$ cat src/rtl/core/asfc_pkg.sv
// Package: format codes and per-format constants for the sample converter
`default_nettype none
package asfc_pkg;
  typedef enum logic [1:0] {
    FMT_S16 = 2'd0,
    FMT_S24 = 2'd1,
    FMT_S32 = 2'd2,
    FMT_F32 = 2'd3
  } fmt_e;

  typedef enum logic [1:0] {
    REG_SRC = 2'd0,
    REG_DST = 2'd1,
    REG_NONE2 = 2'd2,
    REG_NONE3 = 2'd3
  } reg_e;

  // scale exponent k = width - 1
  function automatic logic [4:0] fmt_k(input logic [1:0] f);
    case (f)
      FMT_S16: fmt_k = 5'd15;
      FMT_S24: fmt_k = 5'd23;
      default: fmt_k = 5'd31;
    endcase
  endfunction

  function automatic logic [31:0] fmt_limit(input logic [1:0] f);
    case (f)
      FMT_S16: fmt_limit = 32'd32767;
      FMT_S24: fmt_limit = 32'd8388607;
      default: fmt_limit = 32'd2147483520;
    endcase
  endfunction

  function automatic logic [31:0] sext(input logic [31:0] x, input logic [1:0] f);
    case (f)
      FMT_S16: sext = {{16{x[15]}}, x[15:0]};
      FMT_S24: sext = {{8{x[23]}}, x[23:0]};
      default: sext = x;
    endcase
  endfunction
endpackage
`default_nettype wire

$ cat src/rtl/core/audio_sample_format_converter.sv
// Top level: pipelined PCM / float sample format converter with APB registers
//
// channel | handshake          | payload
// in      | in_valid/in_ready  | sample_in_i[31:0], last_in_i
// out     | out_valid/out_ready| sample_out_o[31:0], last_out_o
// cfg     | APB psel/penable   | paddr[2:0], pwdata/prdata[31:0]
//
// Four register stages: decode, normalize/shift, round/clamp, output.
// One item per cycle sustained while the output is not stalled.
// Reset clears valid bits and sets source s16, dest f32.
// A stall at the output freezes every stage; bubbles stay in place.
`default_nettype none
module audio_sample_format_converter
  import asfc_pkg::*;
(
  input  wire logic        clk_i,
  input  wire logic        rst_ni,
  input  wire logic        in_valid_i,
  output logic             in_ready_o,
  input  wire logic [31:0] sample_in_i,
  input  wire logic        last_in_i,
  output logic             out_valid_o,
  input  wire logic        out_ready_i,
  output logic [31:0]      sample_out_o,
  output logic             last_out_o,
  input  wire logic        psel,
  input  wire logic        penable,
  input  wire logic        pwrite,
  input  wire logic [2:0]  paddr,
  input  wire logic [31:0] pwdata,
  output logic [31:0]      prdata,
  output logic             pready
);
  logic [1:0] src_q, dst_q;
  reg_e       ridx;
  assign ridx   = reg_e'({1'b0, paddr[2]});
  assign pready = 1'b1;

  always_ff @(posedge clk_i or negedge rst_ni) begin
    if (!rst_ni) begin
      src_q <= FMT_S16;
      dst_q <= FMT_F32;
    end else if (psel && penable && pwrite) begin
      if (ridx == REG_SRC) src_q <= pwdata[1:0];
      if (ridx == REG_DST) dst_q <= pwdata[1:0];
    end
  end

  always_comb begin
    case (ridx)
      REG_SRC: prdata = {30'd0, src_q};
      REG_DST: prdata = {30'd0, dst_q};
      default: prdata = 32'd0;
    endcase
  end

  // stage valids; whole pipe advances when output can move
  logic v1_q, v2_q, v3_q, v4_q;
  logic adv;
  assign adv        = !v4_q || out_ready_i;
  assign in_ready_o = adv;

  // ---------------- stage 1: decode ----------------
  typedef enum logic [2:0] {
    OP_PASS  = 3'd0,
    OP_ISHL  = 3'd1,
    OP_ISHR  = 3'd2,
    OP_I2F   = 3'd3,
    OP_F2I   = 3'd4
  } op_e;

  op_e         op1_q;
  logic [31:0] v1d_q;   // sign-extended int or raw float
  logic [4:0]  amt1_q;  // shift amount or k
  logic [31:0] lim1_q;
  logic        l1_q;

  op_e         op1_d;
  logic [31:0] v1d_d;
  logic [4:0]  amt1_d;
  logic [4:0]  ks, kd;

  always_comb begin
    ks     = fmt_k(src_q);
    kd     = fmt_k(dst_q);
    v1d_d  = sample_in_i;
    amt1_d = 5'd0;
    op1_d  = OP_PASS;
    if (src_q == FMT_F32) begin
      if (dst_q != FMT_F32) begin
        op1_d  = OP_F2I;
        amt1_d = kd;
      end
    end else begin
      v1d_d = sext(sample_in_i, src_q);
      if (dst_q == FMT_F32) begin
        op1_d  = OP_I2F;
        amt1_d = ks;
      end else if (kd >= ks) begin
        op1_d  = OP_ISHL;
        amt1_d = kd - ks;
      end else begin
        op1_d  = OP_ISHR;
        amt1_d = ks - kd;
      end
    end
  end

  always_ff @(posedge clk_i or negedge rst_ni) begin
    if (!rst_ni) v1_q <= 1'b0;
    else if (adv) v1_q <= in_valid_i;
  end
  always_ff @(posedge clk_i) begin
    if (adv) begin
      op1_q  <= op1_d;
      v1d_q  <= v1d_d;
      amt1_q <= amt1_d;
      lim1_q <= fmt_limit(dst_q);
      l1_q   <= last_in_i;
    end
  end

  // ---------------- stage 2: normalize / align ----------------
  // I2F: magnitude, leading-one position p, mantissa left-aligned (32 bits)
  // F2I: aligned magnitude (saturate flag), sign
  logic [31:0] mag2, norm2;
  logic [4:0]  p2;
  logic        sgn2, sat2, nan2, zero2;
  logic [39:0] fwide2;
  logic [8:0]  sh2;
  logic [23:0] sig2;
  logic [7:0]  fe2;
  logic [31:0] r2;

  always_comb begin
    sgn2  = v1d_q[31];
    mag2  = sgn2 ? (~v1d_q + 32'd1) : v1d_q;
    p2    = 5'd0;
    for (int i = 0; i < 32; i++) if (mag2[i]) p2 = 5'(i);
    norm2 = mag2 << (5'd31 - p2);
    zero2 = (v1d_q == 32'd0);
    // float decode
    fe2   = v1d_q[30:23];
    sig2  = (fe2 == 8'd0) ? {1'b0, v1d_q[22:0]} : {1'b1, v1d_q[22:0]};
    nan2  = (fe2 == 8'hFF) && (v1d_q[22:0] != 23'd0);
    // shift = max(e,1) - 150 + k, biased by +150
    sh2   = 9'((fe2 == 8'd0) ? 8'd1 : fe2) + 9'(amt1_q);
    sat2  = (fe2 == 8'hFF) || (sh2 >= 9'd158);
    fwide2 = 40'd0;
    if (sh2 >= 9'd150) fwide2 = {16'd0, sig2} << 4'(sh2 - 9'd150);
    else if (sh2 > 9'd118) fwide2 = {16'd0, sig2 >> 5'(9'd150 - sh2)};
    case (op1_q)
      OP_ISHL: r2 = v1d_q << amt1_q;
      OP_ISHR: r2 = 32'($signed(v1d_q) >>> amt1_q);
      default: r2 = v1d_q;
    endcase
  end

  op_e         op2_q;
  logic [31:0] r2_q, norm2_q, lim2_q;
  logic [39:0] fw2_q;
  logic [4:0]  p2_q, k2_q;
  logic        sgn2_q, sat2_q, nan2_q, zero2_q, l2_q;

  always_ff @(posedge clk_i or negedge rst_ni) begin
    if (!rst_ni) v2_q <= 1'b0;
    else if (adv) v2_q <= v1_q;
  end
  always_ff @(posedge clk_i) begin
    if (adv) begin
      op2_q   <= op1_q;
      r2_q    <= r2;
      norm2_q <= norm2;
      fw2_q   <= fwide2;
      p2_q    <= p2;
      k2_q    <= amt1_q;
      sgn2_q  <= sgn2;
      sat2_q  <= sat2;
      nan2_q  <= nan2;
      zero2_q <= zero2;
      lim2_q  <= lim1_q;
      l2_q    <= l1_q;
    end
  end

  // ---------------- stage 3: round / clamp ----------------
  logic [24:0] q3;
  logic        rnd3;
  logic [8:0]  p3;
  logic [31:0] mag3, r3;

  always_comb begin
    rnd3 = norm2_q[7] && (norm2_q[6:0] != 7'd0 || norm2_q[8]);
    q3   = {1'b0, norm2_q[31:8]} + 25'(rnd3);
    p3   = 9'(p2_q);
    if (q3[24]) begin
      q3 = q3 >> 1;
      p3 = p3 + 9'd1;
    end
    mag3 = (sat2_q || fw2_q > 40'(lim2_q)) ? lim2_q : fw2_q[31:0];
    case (op2_q)
      OP_I2F: begin
        if (zero2_q) r3 = 32'd0;
        else r3 = {sgn2_q, 8'(p3 + 9'd127 - 9'(k2_q)), q3[22:0]};
      end
      OP_F2I: begin
        if (nan2_q) r3 = 32'd0;
        else r3 = sgn2_q ? (32'd0 - mag3) : mag3;
      end
      default: r3 = r2_q;
    endcase
  end

  logic [31:0] r3_q;
  logic        l3_q;
  always_ff @(posedge clk_i or negedge rst_ni) begin
    if (!rst_ni) v3_q <= 1'b0;
    else if (adv) v3_q <= v2_q;
  end
  always_ff @(posedge clk_i) begin
    if (adv) begin
      r3_q <= r3;
      l3_q <= l2_q;
    end
  end

  // ---------------- stage 4: output register ----------------
  always_ff @(posedge clk_i or negedge rst_ni) begin
    if (!rst_ni) v4_q <= 1'b0;
    else if (adv) v4_q <= v3_q;
  end
  always_ff @(posedge clk_i) begin
    if (adv) begin
      sample_out_o <= r3_q;
      last_out_o   <= l3_q;
    end
  end
  assign out_valid_o = v4_q;

  a_stall_hold: assert property (@(posedge clk_i) disable iff (!rst_ni)
    v4_q && !out_ready_i |=> v4_q && $stable(sample_out_o))
    else $error("output changed during stall");
  a_ready: assert property (@(posedge clk_i) disable iff (!rst_ni)
    !v4_q |-> in_ready_o)
    else $error("pipe stalled with empty output");
  a_flow: assert property (@(posedge clk_i) disable iff (!rst_ni)
    adv && v3_q |=> v4_q)
    else $error("item lost between stage 3 and output");
endmodule
`default_nettype wire
$ cat config.mk
export PLATFORM = sky130hd
export DESIGN_NAME = audio_sample_format_converter
export DESIGN_NICKNAME = d
export VERILOG_FILES = /design/src/rtl/core/asfc_pkg.sv /design/src/rtl/core/audio_sample_format_converter.sv
export SDC_FILE = /design/constraint.sdc
export NUM_CORES = 1
export LEC_CHECK = 0
export ABC_AREA = 1
export BUFFER_PORTS_ARGS = -buffer_cell sky130_fd_sc_hd__buf_2
export CAP_MARGIN = 20
export CORE_MARGIN = 3
export CORE_UTILIZATION = 50
export CTS_CLUSTER_SIZE = 12
export DETAILED_ROUTE_END_ITERATION = 16
export PLACE_DENSITY = 0.73
export SYNTH_ARGS = -nofsm -noshare
export SYNTH_HDL_FRONTEND = slang
export SYNTH_SLANG_ARGS = --single-unit
$ cat constraint.sdc
create_clock -name clk_i -period 7.85 [get_ports clk_i]
set_input_delay 0.3925 -clock clk_i [delete_from_list [all_inputs] [get_ports clk_i]]
set_output_delay 0.3925 -clock clk_i [all_outputs]
set_load 0.005 [all_outputs]
# After elaboration in Yosys (flattened, before gate mapping)
# Cells that the tools add are included.
# totals
register_bits	301
elab_cells	136
# classes
n_mux	58
eq_ne	10
bitwise	1
shift	5
addsub	12
reduce_logical	18
n_lt_le_gt_ge	5
# ops
operator	n
2-to-1 mux 32 bit	6
case mux 32 bit (2 select lines)	3
2-to-1 mux 5 bit	34
<< shifter 32 x 5 -> 32 bit	2
case mux 31 bit (2 select lines)	1
2-to-1 mux 24 bit	2
greater-than comparator 40 x 32 -> 1 bit	1
2-to-1 mux 40 bit	1
<< shifter 24 x 4 -> 40 bit	1
adder 32 x 1 -> 32 bit (second input constant)	1
logical NOT 32 bit	1
NOT 32 bit	1
>>> shifter 32 x 5 -> 32 bit	1
subtractor 1 x 32 -> 32 bit (first input constant)	1
adder 24 x 1 -> 25 bit	1
right shift 24 x 5 -> 24 bit	1
2-to-1 mux 23 bit	1
nonzero test 23 bit	1
case mux 5 bit (2 select lines)	2
greater-or-equal comparator 9 x 8 -> 1 bit (second input constant)	2
subtractor 5 bit	2
subtractor 5 bit (first input constant)	2
adder 8 x 5 -> 9 bit	1
greater-than comparator 9 x 7 -> 1 bit (second input constant)	1
other kinds (25)	39

# Logic depth before layout (Yosys ltp)
# depth
word_depth	36
depth_mapped	43
ltp_nobuf	43

# Worst setup path before layout
# Ideal clock, no wire load.
# synth_path
path_type	input-to-reg
start	input out_ready_i
end	register v1_q
stages	3
setup_ns	0.091
slack_ns	1.580
arrival_time_ns	6.179
n_path_buf	0
required_ns	7.759
cell_sequence	inv_1 > nand2_1 > mux2_2
# synth_between
elab_chain_len	1
# synth_rtl
element	line_no	rtl
start: declaration	audio_sample_format_converter.sv:23	input wire logic out_ready_i,
logical OR 1 bit	audio_sample_format_converter.sv:60	assign adv = !v4_q || out_ready_i;
net in_ready_o	audio_sample_format_converter.sv:19	output logic in_ready_o,
end signal: assignment	audio_sample_format_converter.sv:111	else if (adv) v1_q <= in_valid_i;
end: declaration	audio_sample_format_converter.sv:58	logic v1_q, v2_q, v3_q, v4_q;
# The timed path passes the listed nets, and every way through them passes these cells.
# A chain may end at the register's enable or synchronous reset.

# Worst setup path in the final report
# layout_path
start	register v1d_q[24]
end	register fw2_q[1], data pin
# layout_between
elab_chain_len	7
elab_cells_between_ends	12
cone_classes	add/sub: 3; order compare: 2; shift: 2; mux: 4; reduce/logical: 1
# layout_rtl
element	line_no	rtl
start: declaration	audio_sample_format_converter.sv:73	logic [31:0] v1d_q;
start signal: assignment	audio_sample_format_converter.sv:116	v1d_q <= v1d_d;
logical NOT 8 bit	audio_sample_format_converter.sv:144, audio_sample_format_converter.sv:147	
2-to-1 mux 8 bit	audio_sample_format_converter.sv:147	sh2 = 9'((fe2 == 8'd0) ? 8'd1 : fe2) + 9'(amt1_q);
adder 8 x 5 -> 9 bit	audio_sample_format_converter.sv:147	
subtractor 5 bit	audio_sample_format_converter.sv:151	else if (sh2 > 9'd118) fwide2 = {16'd0, sig2 >> 5'(9'd150 - sh2)};
right shift 24 x 5 -> 24 bit	audio_sample_format_converter.sv:151	
2-to-1 mux 24 bit	audio_sample_format_converter.sv:151	
2-to-1 mux 40 bit (*)	audio_sample_format_converter.sv:150	if (sh2 >= 9'd150) fwide2 = {16'd0, sig2} << 4'(sh2 - 9'd150);
net fwide2[1]	audio_sample_format_converter.sv:129	logic [39:0] fwide2;
end signal: assignment	audio_sample_format_converter.sv:174	fw2_q <= fwide2;
end: declaration	audio_sample_format_converter.sv:161	logic [39:0] fw2_q;
# Mark *: on every way through the listed nets, which the timed path passes. The rest lies on a longest branch.

==> results.txt <==
----------------------------------------------------
[Run status]
  Run status ... finished, final reports clean

[Timing]
  Setup-violating endpoint count in the final report ... 0
  Fin. max-slew vios ... 0
  Final period util ... 74.5%
  Hold violation count in the final report ... 0
  Clock Skews ... 0.0239 ns
  Slew at the pin closest to its max-slew limit ... 1.14 ns
  Hold slack final ... 0.0299 ns
  Unrepaired setup endpoints after global routing ... false
  Fmax ... 171 MHz
  Minimum clock period ... 5.85 ns
  Max transition margin ... 24.0%
  Aggregate negative setup slack ... 0 ns

[Clock network]
  Worst-path clk slew ... 0.06 ns
  Quantity of gates resized following cts ... 0
  Number of buffers created by CTS ... 26
  Worst skew pair latency ... 0.55 ns
  Clk root buf ... sky130_fd_sc_hd__clkbuf_16
  TritonCTS clock tree ... done
  CTS Sinks ... 238
  Post-CTS setup buffer count ... 0
  H-tree level count ... 1
  Maximum number of buffers from clock root to sink ... 3

[Drt]
  Routed wirelength normalized by instance count ... 19.2 um
  Total iterations of the first detailed-routing run ... 7
  DRC errors left ... 0
  Total number of vias ... 17,200
  Average vias per placed instance ... 5.86
  Final wirelength ... 56,400 um
  Violation count after the first detailed-routing iteration ... 2,216
  Antenna Nets Post-Route ... 0

[Yosys]
  Compound-gate portion of the synthesized area ... 15.2%
  Basic-gate share of the synthesized area counting and, or, nand and nor cells ... 29.1%
  Area share of the largest cell type after synthesis ... 38.0%
  Unique masters post-synth ... 70
  Post-synth EDFFs ... 230
  Combinational family with the most area after synthesis ... simple AND/OR/NAND/NOR gates
  Yosys top cell by area ... sky130_fd_sc_hd__edfxtp_1
  FFs w/ async S/R, synth ... 3.36%
  Post-Synthesis Mean Instance Area ... 7.44 um^2
  Multiplexer area fraction after synthesis ... 0.455%
  Warnings, synthesis ... 0
  Fraction of the yosys area taken by sequential cells ... 39.1%
  Number of register bits inferred by synthesis ... 238
  Post-synthesis share of cell area spent on full adders, half adders and majority gates ... 3.64%
  Top flip-flop cell by instance count after synthesis ... sky130_fd_sc_hd__edfxtp_1
  Area of the mapped netlist ... 18,200 um^2
  Top cells by area in the synthesized netlist ... sky130_fd_sc_hd__edfxtp_1, sky130_fd_sc_hd__nand2_1, sky130_fd_sc_hd__nand3_1, sky130_fd_sc_hd__o21ai_0, sky130_fd_sc_hd__nor2_1
  Number of cells produced by synthesis ... 2,442
  Xor/xnor share of the synthesized area ... 3.36%

[Floorplanning]
  Starting density of the core ... 51.0%
  Row count ... 69
  Horizontal die dimension ... 197 um
  Floorplan core area ... 35,700 um^2
  Die Area ... 38,700 um^2
  Height of the die ... 197 um
  Number of I/O pins ... 143

[Cells and area]
  Fill cell count ... 3,458
  Fraction of final layout cells with drive strength greater than 1 ... 7.70%
  Most common cell after layout, fill and taps aside ... sky130_fd_sc_hd__nand2_1
  Layout net count ... 2,579
  Count of inserted antenna diode cells ... 0
  Post-synthesis to final-layout area growth ... 7.48%
  Most used cells in the layout excluding fill and tap cells ... sky130_fd_sc_hd__nand2_1, sky130_fd_sc_hd__nand3_1, sky130_fd_sc_hd__edfxtp_1, sky130_fd_sc_hd__nor2_1, sky130_fd_sc_hd__inv_1

[Critical path]
  Maximum cell stage delay along the critical path ... 0.78 ns
  Peak fanout along the critical path ... 27
  Crit path capture type ... register
  Reg2Reg Launch Point ... v1d_q[24]$_DFFE_PP_
  Arrival time worst endpoint ... 6.11 ns
  Type of the setup path with the least slack ... register to register
  Critical path launch point type ... register
  Worst-path cell chain ... nor2_1 > inv_1 > nor3_1 > nand4_1 > nand2_1 > ha_1 > fa_1 > ha_1 > or2_2 > nand2_1 > inv_1 > o21ai_0 > a21oi_1 > o31ai_1
  Slowest cell on crit path ... sky130_fd_sc_hd__fa_1
  Startpoint of the most critical setup path ... v1d_q[24]$_DFFE_PP_
  Required arrival time at the worst endpoint ... 8.11 ns

[Placement]
  DP Wirelength ... 42,800 um
  Final weighted congestion of routability-driven global placement ... 1.00
  Quantity of I/O buffers inserted on ports ... 79

[Global route]
  Met2 Use GR ... 44.0%
  Global-route usage over all layers ... 28.3%
  Global-route met1 utilization ... 40.0%
  Initial antenna violation count ... 1
  Total grt overflow ... 0
  Routing usage on met3 ... 5.04%
  Most crowded layer after global routing ... met2
  Maximum number of pins on one net before global-route repair ... 80
  First-pass GRT wire length ... 86,500 um
  Vias in the first global route ... 15,500

[Min path]
  Min-Delay Startpoint ... sample_in_i[2]
  Type of the worst min-delay path ... input pin to register

[Flow run]
  Number of maximum-capacitance constraint violations ... 0

----------------------------------------------------
[path summary, 6_finish.rpt]
path	to	slack, ns	cells past startpoint
min	v1d_q[2]$_DFFE_PP_	0.03	1
min in group asynchronous	v1_q$_DFFE_PN0P_	0.19	2
max reg2reg	fw2_q[1]$_DFFE_PP_	2.00	14
max	fw2_q[1]$_DFFE_PP_	2.00	14
min reg2reg	sample_out_o[28]$_DFFE_PP_	0.42	0
max in group asynchronous	dst_q[1]$_DFFE_PN1P_	7.39	2
[Yosys cell counts, types with 25 or more instances]
| library cell | instances |
|---|---|
| sky130_fd_sc_hd__edfxtp_1 | 230 |
| sky130_fd_sc_hd__nor2_1 | 228 |
| sky130_fd_sc_hd__xor2_1 | 52 |
| sky130_fd_sc_hd__ha_1 | 48 |
| sky130_fd_sc_hd__clkbuf_1 | 89 |
| sky130_fd_sc_hd__inv_1 | 218 |
| sky130_fd_sc_hd__buf_4 | 37 |
| sky130_fd_sc_hd__o211ai_1 | 43 |
| sky130_fd_sc_hd__nand4_1 | 25 |
| sky130_fd_sc_hd__nor3_1 | 26 |
| sky130_fd_sc_hd__nand2_1 | 632 |
| sky130_fd_sc_hd__nand3_1 | 260 |
| sky130_fd_sc_hd__a21oi_1 | 89 |
| sky130_fd_sc_hd__o21ai_0 | 204 |
[per-layer routing]
metal / part of all wire (%) / routed length [um]
met1: 44 / 24700
met2: 43 / 24500
met3: 8.8 / 4940
met4: 4.1 / 2300
met5: 0.020 / 11
[flip-flops by register name (all words and copies together), names as in the netlist, 2 cells and up]
register,flops
amt1_q,3
dst_q,2
fw2_q,39
k2_q,3
lim1_q,3
lim2_q,3
norm2_q,32
op1_q,3
op2_q,3
p2_q,5
r2_q,32
r3_q,32
sample_out_o,32
src_q,2
v1d_q,32
[metrics by stage]
| stage | util [%] | setup slack [ns] | instance area [um^2] | cells |
|---|---|---|---|---|
| final | 54.8 | 2.00 | 19500 | 2930 |
| after global routing | 54.8 | 1.60 | 19500 | 2930 |
| after CTS | 54.8 | 2.12 | 19500 | 2930 |
| after detailed placement | 52.3 | 2.18 | 18600 | 2877 |
| after global placement | 52.2 | 2.25 | 18600 | 2876 |
| after floorplan | - | 1.58 | 18300 | 2472 |
[logic make-up after synthesis]
| group | count (synthesis) |
|---|---|
| fa+ha+maj | 51 |
| buf+inv | 387 |
| compound gates | 459 |
| xor+xnor | 68 |
| simple gates | 1229 |
| mux | 8 |
| flops | 238 |
| other cells | 2 |
[cell type report]
| type | instances | area (um^2) | share of cell area [%] |
|---|---|---|---|
| multi-input combinational | 1847 | 9530 | 48.8 |
| sequential | 238 | 7110 | 36.4 |
| inverter | 235 | 885 | 4.53 |
| clock buffer | 36 | 708 | 3.63 |
| timing repair buffer | 105 | 633 | 3.24 |
| tap | 461 | 577 | 2.95 |
| clock inverter | 8 | 83.8 | 0.429 |
[worst max-delay path, delay by kind of cell, from the launching register on]
kind,cells,cell delay (ns)
fa+ha+maj,3,1.38
buf+inv,2,0.56
flops,1,0.62
simple gates,6,1.81
compound gates,3,1.18
[timing repair]
action	CTS	global route
hold buffers	9	0
hold endpoints to repair	16	0
endpoints found under the setup margin	0	0
Power is not shown: default switching activity piles up to over one toggle a cycle in this logic, so the estimate is an artifact.
